[src/rtl/bpe_pkg.sv]
package bpe_pkg;

   localparam int MAX_DIM = 16;
   localparam int DIM_W   = $clog2(MAX_DIM) + 1;
   localparam int IDX_W   = $clog2(MAX_DIM);
   localparam int ADDR_W  = 2 * IDX_W;
   localparam int DEPTH   = MAX_DIM * MAX_DIM;
   localparam int COORD_W = 32;
   localparam int POINT_W = 3 * COORD_W;
   localparam int T_W     = 17;

   localparam logic [T_W-1:0]   ONE_Q16  = 17'h10000;
   localparam logic [DIM_W-1:0] DIM_MAX  = DIM_W'(MAX_DIM);
   localparam logic             CMD_WRITE = 1'b0;
   localparam logic             CMD_EVAL  = 1'b1;
   localparam logic             REG_COLUMNS = 1'b0;
   localparam logic             REG_ROWS    = 1'b1;

   typedef logic [POINT_W-1:0] point_type;

   // Commands from the controller to the datapath
   typedef struct packed {
      logic              ram_we;
      logic              ram_re;
      logic [ADDR_W-1:0] ram_addr;
      logic              load_param;
      logic              wq_pop_hold;
      logic              wq_lerp;
      logic              move;
      logic              cq_pop_hold;
      logic              cq_lerp;
      logic              out_load;
   } ctl_cmd_type;

   typedef struct packed {
      logic out_free;
   } dp_status_type;

   // Clamp a grid size to 1..MAX_DIM
   function automatic logic [DIM_W-1:0] clamp_dim(input logic [DIM_W-1:0] d);
      logic [DIM_W-1:0] r;
      r = d;
      if (d == '0) r = DIM_W'(1);
      else if (d > DIM_MAX) r = DIM_MAX;
      return r;
   endfunction

   // a + round((b - a) * t / 65536), halves up, saturated to 32 bits
   function automatic logic [COORD_W-1:0] lerp_q16(input logic [COORD_W-1:0] a,
                                                   input logic [COORD_W-1:0] b,
                                                   input logic [T_W-1:0] t);
      logic signed [COORD_W:0]     diff;
      logic signed [COORD_W+T_W+1:0] prod;
      logic signed [COORD_W+T_W+2:0] sum;
      logic [COORD_W-1:0]          r;
      diff = $signed({b[COORD_W-1], b}) - $signed({a[COORD_W-1], a});
      prod = diff * $signed({1'b0, t});
      prod = prod + 32768;
      sum  = (prod >>> 16) + $signed(a);
      if (sum > $signed({{(T_W+3){1'b0}}, 1'b0, {(COORD_W-1){1'b1}}}))
         r = {1'b0, {(COORD_W-1){1'b1}}};
      else if (sum < $signed({{(T_W+3){1'b1}}, 1'b1, {(COORD_W-1){1'b0}}}))
         r = {1'b1, {(COORD_W-1){1'b0}}};
      else
         r = sum[COORD_W-1:0];
      return r;
   endfunction

endpackage

[src/rtl/bpe_controller.sv]
module bpe_controller (
   input  logic                          clock,
   input  logic                          reset,
   input  logic                          req_valid,
   output logic                          req_ready,
   input  logic                          req_cmd,
   input  logic [bpe_pkg::IDX_W-1:0]     req_col,
   input  logic [bpe_pkg::IDX_W-1:0]     req_row,
   input  logic [bpe_pkg::DIM_W-1:0]     cols,
   input  logic [bpe_pkg::DIM_W-1:0]     rows,
   input  bpe_pkg::dp_status_type        status,
   output bpe_pkg::ctl_cmd_type          cmd
);

   localparam logic [3:0] S_IDLE  = 4'd0;
   localparam logic [3:0] S_LOAD  = 4'd1;
   localparam logic [3:0] S_LWAIT = 4'd2;
   localparam logic [3:0] S_WHOLD = 4'd3;
   localparam logic [3:0] S_WLERP = 4'd4;
   localparam logic [3:0] S_MOVE  = 4'd5;
   localparam logic [3:0] S_CHOLD = 4'd6;
   localparam logic [3:0] S_CLERP = 4'd7;
   localparam logic [3:0] S_OUT   = 4'd8;

   localparam logic [bpe_pkg::DIM_W-1:0] ONE = bpe_pkg::DIM_W'(1);

   logic [3:0]                state_ff, state_in;
   logic [bpe_pkg::DIM_W-1:0] col_ff, col_in, row_ff, row_in, lvl_ff, lvl_in;
   logic [bpe_pkg::DIM_W-1:0] idx_ff, idx_in, ncols_ff, ncols_in, nrows_ff, nrows_in;
   logic                      accept;

   always_comb begin
      state_in = state_ff;
      col_in   = col_ff;
      row_in   = row_ff;
      lvl_in   = lvl_ff;
      idx_in   = idx_ff;
      ncols_in = ncols_ff;
      nrows_in = nrows_ff;
      cmd      = '0;
      cmd.ram_addr = {req_col, req_row};
      req_ready = (state_ff == S_IDLE);
      accept    = req_valid && req_ready;

      unique case (state_ff)
         // Store a point or start an evaluation
         S_IDLE: begin
            if (accept && req_cmd == bpe_pkg::CMD_WRITE) begin
               cmd.ram_we = ({1'b0, req_col} < cols) && ({1'b0, req_row} < rows);
            end else if (accept) begin
               cmd.load_param = 1'b1;
               ncols_in = cols;
               nrows_in = rows;
               col_in   = '0;
               row_in   = '0;
               state_in = S_LOAD;
            end
         end
         // Read one column of points into the work queue
         S_LOAD: begin
            cmd.ram_re   = 1'b1;
            cmd.ram_addr = {col_ff[bpe_pkg::IDX_W-1:0], row_ff[bpe_pkg::IDX_W-1:0]};
            row_in = row_ff + ONE;
            if (row_ff == nrows_ff - ONE) state_in = S_LWAIT;
         end
         S_LWAIT: begin
            lvl_in   = nrows_ff;
            state_in = (nrows_ff == ONE) ? S_MOVE : S_WHOLD;
         end
         S_WHOLD: begin
            cmd.wq_pop_hold = 1'b1;
            idx_in   = ONE;
            state_in = S_WLERP;
         end
         // One level of the row reduction, one interpolation a cycle
         S_WLERP: begin
            cmd.wq_lerp = 1'b1;
            idx_in = idx_ff + ONE;
            if (idx_ff == lvl_ff - ONE) begin
               lvl_in   = lvl_ff - ONE;
               state_in = (lvl_ff - ONE == ONE) ? S_MOVE : S_WHOLD;
            end
         end
         // Hand the column value to the column queue
         S_MOVE: begin
            cmd.move = 1'b1;
            if (col_ff == ncols_ff - ONE) begin
               lvl_in   = ncols_ff;
               state_in = (ncols_ff == ONE) ? S_OUT : S_CHOLD;
            end else begin
               col_in   = col_ff + ONE;
               row_in   = '0;
               state_in = S_LOAD;
            end
         end
         S_CHOLD: begin
            cmd.cq_pop_hold = 1'b1;
            idx_in   = ONE;
            state_in = S_CLERP;
         end
         S_CLERP: begin
            cmd.cq_lerp = 1'b1;
            idx_in = idx_ff + ONE;
            if (idx_ff == lvl_ff - ONE) begin
               lvl_in   = lvl_ff - ONE;
               state_in = (lvl_ff - ONE == ONE) ? S_OUT : S_CHOLD;
            end
         end
         // Wait for the output register to free up
         S_OUT: begin
            if (status.out_free) begin
               cmd.out_load = 1'b1;
               state_in     = S_IDLE;
            end
         end
         default: state_in = S_IDLE;
      endcase
   end

   always_ff @(posedge clock) begin
      if (reset) begin
         state_ff <= S_IDLE;
      end else begin
         state_ff <= state_in;
      end
      col_ff   <= col_in;
      row_ff   <= row_in;
      lvl_ff   <= lvl_in;
      idx_ff   <= idx_in;
      ncols_ff <= ncols_in;
      nrows_ff <= nrows_in;
   end

endmodule

[config.mk]
export PLATFORM = sky130hd
export DESIGN_NAME = bpe_controller
export DESIGN_NICKNAME = d
export VERILOG_FILES = /design/src/rtl/bpe_pkg.sv /design/src/rtl/bpe_controller.sv
export SDC_FILE = /design/constraint.sdc
export NUM_CORES = 1
export LEC_CHECK = 0
export BUFFER_PORTS_ARGS = -buffer_cell sky130_fd_sc_hd__buf_2
export CAP_MARGIN = 15
export CORE_MARGIN = 2
export CORE_UTILIZATION = 57
export DETAILED_ROUTE_END_ITERATION = 12
export PLACE_DENSITY = 0.8
export SYNTH_ARGS = -nofsm -noshare
export SYNTH_HDL_FRONTEND = slang
export SYNTH_SLANG_ARGS = --single-unit
[constraint.sdc]
create_clock -name clock -period 2.9 [get_ports clock]
set_input_delay 0.58 -clock clock [delete_from_list [all_inputs] [get_ports clock]]
set_output_delay 0.58 -clock clock [all_outputs]
set_load 0.1 [all_outputs]
# After elaboration in Yosys (flattened, before gate mapping)
# Cells that the tools add are included.
# W data, S select, Z words.
# op_classes
n_addsub,6
order_cmp,2
eq_ne,23
muxes,35
bitwise_logic,2
n_reduce_logical,15
# op_table
operator,count
$mux W4,9
$pmux W4 S9,1
$mux W5,6
$pmux W5 S3,2
$pmux W5 S2,2
$eq A4 B3 Y1 const B,4
$add A5 B1 Y5 const B,3
$eq A5 B1 Y1 const B,3
$eq A5 B5 Y1,3
$sub A5 B1 Y5 const B,3
$ne A2 B2 Y1 const B,7
$mux W1,12
$lt A4 B5 Y1,2
$mux W9,1
$eq A4 B2 Y1 const B,2
$reduce_and A4 Y1,2
$mux W3,2
$reduce_and A3 Y1,2
$reduce_and A6 Y1,1
$reduce_bool A3 Y1,2
$eq A4 B1 Y1 const B,1
$eq A4 B4 Y1 const B,1
$logic_not A4 Y1,1
$ne A2 B1 Y1 const B,2
other kinds (4),9
# word_totals
register_bits,34
in_bits,23

# Logic depth before layout (Yosys ltp)
# Gate-level depths: netlist of run 1.
# logic_depth
ltp_word,5
mapped_depth,8

# Worst setup path before layout of run 1
# OpenSTA, ideal clock, no wires.
# synth_timing
path_kind,register to output
from,reg state_ff[0]
to,out cmd[16] in the netlist's numbering
arrival_time_ps,5093
required_ps,2320
setup_slack_ps,-2773
path_stages_with_launch,5
cell_sequence,dfxtp_1 clkbuf_1 nor4_1 nand3b_1 nor2_1
# synth_rtl
element,line,rtl
start: declaration,bpe_controller.sv:27,"logic [3:0] state_ff, state_in;"
start signal: assignment,bpe_controller.sv:124,state_ff <= state_in;
end: declaration,bpe_controller.sv:12,output bpe_pkg::ctl_cmd_type cmd

==> metrics.cfg, run 1 <==
[synthesis]
synth_enable_flop_cells = 30
synth_fp_nets = 315
post_synth_main_area_contributors = sky130_fd_sc_hd__edfxtp_1, sky130_fd_sc_hd__ha_1, sky130_fd_sc_hd__xor2_1, sky130_fd_sc_hd__xnor2_1, sky130_fd_sc_hd__nand2_1
seq_area_frac_synth = 0.384
synth_cell_types = 55
ys_async_sr_fraction = 0
synth_largest_type_area_fraction = 0.353
yosys_register_bits = 34
yosysTopAreaCell = sky130_fd_sc_hd__edfxtp_1
post_synth.cell_area_avg_sq_um = 9.22
synth.yosys.warnings = 0
synth.cell_area_sq_um = 2550
synthesis.instances = 277
main_synth_ff_type = sky130_fd_sc_hd__edfxtp_1

[route]
drt_pass1_iterations = 5
ant_nets = 0
routed_via_density = 5.84
routed_wl_um = 5680
drt-initial-drc-count = 117
residual_drc = 0
detailroute.via_count = 2171
wire_length_per_cell_after_detailed_routing_um = 15.3

[die]
die_height_um = 70.9
number_of_cell_rows = 24
core_sq_um = 4320
die_w_um = 70.9
fp.dieArea_sq_um = 5030
top_level_ports = 41
initial_core_util = 0.591

[worst_setup_path]
r2r_start = lvl_ff[1]
worst_path_dominant_cell_family = buffers and inverters
worst-path-max-fanout = 13
cp_num_buf_inv = 3
critical-path-max-stage-delay_ns = 0.55
critical_path.endpoint_type = output pin
path_depth = 5
crit_required_ns = 2.32
cp_cell_instances = nor2b_1, buf_4, nand3_1, inv_1, buf_12
worstSetupPathType = flop to output pin
crit_slowest_cell = sky130_fd_sc_hd__dfxtp_1
worstSetupStartpoint = state_ff[2]
worstRegToRegCells = 8
critPathLaunchType = flop
arrival_time_at_the_worst_endpoint_ns = 2.08

[power]
power.static_leakage_nw = 1.32
fin_total_pwr_mw = 2.35
switching_share = 0.458
power_frac_clock = 0.155
seq_power_share = 0.299
power.net_switching_mw = 1.08
comb_power_share = 0.546
powerDensity_nw_per_um2 = 756
internal_power_mw = 1.27
vdd_ir_drop_max_v = 0.000709

[cts]
clock_input_transition_at_the_sequential_cells_of_the_worst_setup_and_hold_paths_ns = 0.07
clock_latency_ns = 0.30
cts_tree = yes
clock_tree.htree_level_count = 2
cts_made_buffers = 5
cts-root-to-sink-buffers = 2
cts_hold_repair.buffers = 0
clkSinkCount = 34
ctsRootBufferMaster = sky130_fd_sc_hd__clkbuf_8

[sta]
tightestPinTransition_ns = 0.807
worst_slew_margin_rel = 0.454
setup_violations = 0
count_of_final_hold_check_violations = 0
setup_slack_ns = 0.238
maxClockFrequency_ghz = 0.376
rsz0062_at_grt = false
min_period_over_period = 0.918
final_max_slew_viol_count = 0
fin_skew_ns = 0.00761
timing.final.crit_period_ns = 2.66

[placed_design]
preCtsSetupSlack_ns = 0.0852
post-dp-hpwl_um = 4330
gp_congestion = 0.859
place.port_buffers = 40
post_place_cells = 364

[hold_path]
worstHoldPathType = input port to flop
min_delay_path_depth = 1
hold_start = rows[0]

[final_layout]
finalNonFillerCells = 372
area_growth_syn_to_layout_pct = 21.7
fraction_of_final_layout_cells_with_drive_strength_greater_than_1 = 0.234
diodes_inserted = 0
filler_cell_count = 327
final-seq-area_sq_um = 981
multi_input_comb_area_sq_um = 1470
nNetsFinal = 357

[global_route]
maximum_number_of_pins_on_one_net_before_global_route_repair = 23
grt_pass1_vias = 2033
antenna_found_initial = 0
grt_use_total = 0.239
grt_remaining_overflow = 0
grt_first_pass_wirelength_um = 9450

[status]
outcome = finished clean

[run]
max_cap_viol_count = 0

-- power by group through the flow --
stage | logic (mW) | clock network [mW] | registers, mW
detailed placement | 1.28 | 0 | 0.711
global route | 1.36 | 0.386 | 0.712
finish | 1.28 | 0.364 | 0.702
floorplan | 0.936 | 0 | 0.674
global placement | 1.26 | 0 | 0.709
CTS | 1.28 | 0.368 | 0.701
-- final timing paths --
| path | end | slack (ns) |
|---|---|---|
| hold / removal | nrows_ff[0] | 0.48 |
| setup / recovery | cmd[3] | 0.24 |
| setup reg to reg | lvl_ff[3] | 0.26 |
| hold reg to reg | row_ff[4] | 0.65 |
-- cell type report --
cell class,instances,area share
Sequential cell,34,0.316
Clock inverter,1,0.00161
Multi-Input combinational cell,211,0.474
Inverter,19,0.0234
Timing Repair Buffer,48,0.137
Clock buffer,7,0.0278
Tap cell,52,0.0209
-- per-stage QoR --
step / utilization / setup TNS (ns) / hold WS, ns / instance area, sq um
floorplan: - / -0.621 / 0.599 / 2580
global placement: 0.696 / 0 / 0.626 / 3010
detailed placement: 0.696 / 0 / 0.636 / 3010
CTS: 0.717 / 0 / 0.474 / 3100
global route: 0.718 / 0 / 0.475 / 3110
finish: 0.718 / 0 / 0.477 / 3110
-- flip-flops by register name, indices dropped and copies added (netlist names) --
signal and cells:
col_ff 5, idx_ff 5, lvl_ff 5, ncols_ff 5, nrows_ff 5, row_ff 5, state_ff 4
-- cells in the final DEF (no fill, tap or decap), drive strengths merged, types with 7 or more instances in the layout --
master	count
a21oi	9
buf	48
clkbuf	7
edfxtp	30
ha	15
inv	18
nand2	30
nand2b	7
nand3	10
nor2	30
nor3	9
o22ai	7
xnor2	13
xor2	15
-- per-layer routing --
metal | up-vias | GRT usage | part of all wire
met5 | - | 0 | 0
met4 | 0 | 0.0755 | 0.016
met3 | 9 | 0.0655 | 0.077
met2 | 90 | 0.375 | 0.48
met1 | 1000 | 0.323 | 0.43
li1 | 1072 | - | -
-- synthesized netlist by cell type, types with 3 or more instances --
library cell                n
sky130_fd_sc_hd__nand3_1   10
sky130_fd_sc_hd__or2_2      4
sky130_fd_sc_hd__mux2_2     3
sky130_fd_sc_hd__nand2b_1   7
sky130_fd_sc_hd__buf_2      3
sky130_fd_sc_hd__a21o_1     4
sky130_fd_sc_hd__xnor2_1   13
sky130_fd_sc_hd__xor2_1    15
sky130_fd_sc_hd__o31ai_1    4
sky130_fd_sc_hd__nor3_1     7
sky130_fd_sc_hd__ha_1      15
sky130_fd_sc_hd__mux2i_1    3
sky130_fd_sc_hd__dfxtp_1    4
sky130_fd_sc_hd__o22ai_1    7
sky130_fd_sc_hd__and3_1     3
sky130_fd_sc_hd__a211oi_1   3
sky130_fd_sc_hd__inv_1     18
sky130_fd_sc_hd__clkbuf_1   8
sky130_fd_sc_hd__a21oi_1    9
sky130_fd_sc_hd__a31oi_1    4
sky130_fd_sc_hd__edfxtp_1  30
sky130_fd_sc_hd__nand2_1   30
sky130_fd_sc_hd__nor2_1    30
-- logic make-up (layout without fill, tap and decap cells) --
kind of cell / count (synthesis) / after routing / synth area share
flip-flops: 34 / 34 / 0.384
multiplexers: 6 / 6 / 0.0250
AO/OA/AOI/OAI: 47 / 47 / 0.128
buffers and inverters: 32 / 75 / 0.0514
adder cells (fa/ha/maj): 16 / 16 / 0.0774
AND/OR/NAND/NOR: 112 / 112 / 0.220
XOR/XNOR: 30 / 30 / 0.114
-- timing repair --
action | CTS | global route
gates resized for setup | 0 | 1
endpoints found under the setup margin | 0 | 5
buffers inserted | 0 | 0
Note: power is estimated with default switching activity, not from simulation.
==> run 2: changes to the inputs <==
--- a/config.mk
+++ b/config.mk
@@ -5,6 +5,7 @@
 export SDC_FILE = /design/constraint.sdc
 export NUM_CORES = 1
 export LEC_CHECK = 0
+export ABC_AREA = 1
 export BUFFER_PORTS_ARGS = -buffer_cell sky130_fd_sc_hd__buf_2
 export CAP_MARGIN = 15
 export CORE_MARGIN = 2
==> run 2 against run 1 <==
  * Clock-buffer cell count decreased by 1
  * Critical path depth increased by 2
  * Worst setup slack improved by 0.092 ns
  * Non-clock buffer count decreased by 7
  * Sequential share of layout area rose by 1.4 points
  * Combinational power is 5% higher
  * Register-to-register slack better by 0.33 ns
  * Die area is 1.1% higher
  * Area after synthesis increased by 1.1%
  * Global-route usage increased by 0.86 points
  * Total power is 4.8% higher
  * Flip-flop and latch count did not move
==> metrics.cfg, run 2 <==
[sta]
final_max_slew_viol_count = 0
timing.final.crit_period_ns = 2.57
maxClockFrequency_ghz = 0.389
rsz0062_at_grt = false
fin_skew_ns = 0.00210
tightestPinTransition_ns = 0.688
final.setup.tns_ns = 0
setup_violations = 0
count_of_final_hold_check_violations = 0
min_period_over_period = 0.886
holdWs_ns = 0.482
worst_slew_margin_rel = 0.536

[power]
power.net_switching_mw = 1.32
seq_power_share = 0.317
comb_power_share = 0.548
fin_total_pwr_mw = 2.46
switching_share = 0.538
internal_power_mw = 1.14
powerDensity_nw_per_um2 = 827
power_frac_clock = 0.135
power.static_leakage_nw = 1.53
vdd_ir_drop_max_v = 0.000961

[die]
top_level_ports = 41
die_height_um = 71.3
core_sq_um = 4350
initial_core_util = 0.593
fp.dieArea_sq_um = 5090
number_of_cell_rows = 24
die_w_um = 71.3

[placed_design]
gp_congestion = 0.824
post_place_cells = 458
post-dp-hpwl_um = 4630
place.port_buffers = 40

[final_layout]
diodes_inserted = 0
mostFrequentLayoutCells = sky130_fd_sc_hd__nand2_1, sky130_fd_sc_hd__inv_1, sky130_fd_sc_hd__nor2_1
final-seq-area_sq_um = 981
final_common_cell = sky130_fd_sc_hd__nand2_1
finalCoreUtilization = 0.684
filler_cell_count = 381
area_growth_syn_to_layout_pct = 15.3
fraction_of_final_layout_cells_with_drive_strength_greater_than_1 = 0.196
finalNonFillerCells = 466
nNetsFinal = 451
multi_input_comb_area_sq_um = 1350

[global_route]
globalRoute.busiestLayer = met2
grt_use_total = 0.247
grt_first_pass_wirelength_um = 9990
grt_remaining_overflow = 0
groute.layer.met1.usage = 0.315
met3_usage = 0.0478
maximum_number_of_pins_on_one_net_before_global_route_repair = 21
grt_pass1_vias = 2355
grt_use_met2 = 0.422
antenna_found_initial = 0

[synthesis]
seq_area_frac_synth = 0.380
synth_cell_types = 29
synth_enable_flop_cells = 30
yosysTopAreaCell = sky130_fd_sc_hd__edfxtp_1
synth.cell_area_sq_um = 2580
synth.yosys.warnings = 0
synth_largest_type_area_fraction = 0.349
synthesis.instances = 367
synth_common_cells = sky130_fd_sc_hd__nand2_1, sky130_fd_sc_hd__inv_1, sky130_fd_sc_hd__nor2_1, sky130_fd_sc_hd__edfxtp_1, sky130_fd_sc_hd__nand3_1
post-synth-top-count-cell = sky130_fd_sc_hd__nand2_1
synth_fp_nets = 405
yosys_register_bits = 34
post_synth_main_area_contributors = sky130_fd_sc_hd__edfxtp_1, sky130_fd_sc_hd__nand2_1, sky130_fd_sc_hd__inv_1, sky130_fd_sc_hd__ha_1, sky130_fd_sc_hd__nor2_1
post_synth.cell_area_avg_sq_um = 7.04
main_synth_ff_type = sky130_fd_sc_hd__edfxtp_1
ys_async_sr_fraction = 0

[route]
drt-initial-drc-count = 141
routed_via_density = 5.17
ant_nets = 0
residual_drc = 0
detailroute.via_count = 2410
routed_wl_um = 5640
wire_length_per_cell_after_detailed_routing_um = 12.1
drt_pass1_iterations = 4

[worst_setup_path]
cp_cell_instances = inv_2, nor2_2, nand2_2, inv_1, nor2_1, nor2_2, buf_2
worstSetupStartpoint = state_ff[0]
crit_slowest_cell = sky130_fd_sc_hd__buf_2
critical_path.endpoint_type = output pin
r2r_start = lvl_ff[0]
crit_top_cell = sky130_fd_sc_hd__nor2_2
critPathLaunchType = flop
critical-path-max-stage-delay_ns = 0.42
r2r-end = lvl_ff[4]
reg2reg_slack_ns = 0.59
arrival_time_at_the_worst_endpoint_ns = 1.99
crit_required_ns = 2.32
worstRegToRegCells = 11
worst-path-max-fanout = 20
worstSetupPathType = flop to output pin

[hold_path]
worstHoldPathType = input port to flop
hold_start = cols[4]
timing.hold.worst_endpoint = ncols_ff[4]
min_delay_path_depth = 1

[cts]
clock_input_transition_at_the_sequential_cells_of_the_worst_setup_and_hold_paths_ns = 0.07
cts-root-to-sink-buffers = 2
clock_tree.htree_level_count = 2
cts_made_buffers = 5
clock_latency_ns = 0.29
cts_tree = yes
clkSinkCount = 34
ctsRootBufferMaster = sky130_fd_sc_hd__clkbuf_8
cts_hold_repair.buffers = 0

[run]
max_cap_viol_count = 0

[status]
outcome = finished clean

## run 2: changes by cell type in the layout (fill, tap and decap cells not counted), moves of 11 or more
cell,delta
sky130_fd_sc_hd__nand3_1,+11
sky130_fd_sc_hd__xnor2_1,-13
sky130_fd_sc_hd__inv_1,+45
sky130_fd_sc_hd__xor2_1,-15
sky130_fd_sc_hd__nor2_1,+13
sky130_fd_sc_hd__nand2_1,+76
sky130_fd_sc_hd__o21ai_0,+13
## run 2: metrics by stage
stage,area (sq um),worst slack (ns)
2_1_floorplan,2610,-0.731
3_3_place_gp,2890,0.503
3_5_place_dp,2890,0.423
4_1_cts,2970,0.139
5_1_grt,2980,0.207
6_report,2980,0.330
## run 2: routing by layer
metal  vias up  wire [um]
met5         -          0
met4         0         68
met3         7        272
met2        62       2750
met1      1077       2550
li1       1264          -
## run 2: critical path: cells and delay by family (launching register included)
kind	cells	cell delay (ns)
AND/OR/NAND/NOR	4	0.57
flip-flops	1	0.36
buffers and inverters	3	0.76
## run 2: timing repair
action                     4_1_cts  5_1_grt
setup buffers                    0        0
hold endpoints to repair         0        0
setup endpoints to repair        0        1
gates resized for setup          0        1
## run 2: area by class of cell
class | count | share of cell area
multi-input combinational | 257 | 0.452
inverter | 74 | 0.0942
clock buffer | 6 | 0.0244
timing repair buffer | 41 | 0.0748
tap | 52 | 0.0219
sequential | 34 | 0.330
clock inverter | 2 | 0.00294
## run 2: cell families after synthesis
family | synth area share
and+or+nand+nor | 0.333
adders and majority gates | 0.0727
DFF | 0.380
AOI/OAI and AO/OA | 0.102
buffers and inverters | 0.112
## run 2: power groups by stage
stage	Clock, mW	Sequential [mW]	Combinational [mW]
after global placement	0	0.785	1.32
final	0.331	0.781	1.35
after floorplan	0	0.757	1.12
after detailed placement	0	0.791	1.34
after CTS	0.336	0.781	1.35
after global routing	0.358	0.796	1.48
## run 2: worst max-delay path by stage
stage	slack (ns)	to	depth (start not counted)
6_report	0.33	cmd[7]	7
5_1_grt	0.21	cmd[7]	7
4_1_cts	0.14	cmd[7]	7
3_5_place_dp	0.42	cmd[16]	9
3_3_place_gp	0.50	cmd[16]	8
2_1_floorplan	-0.73	cmd[10]	6
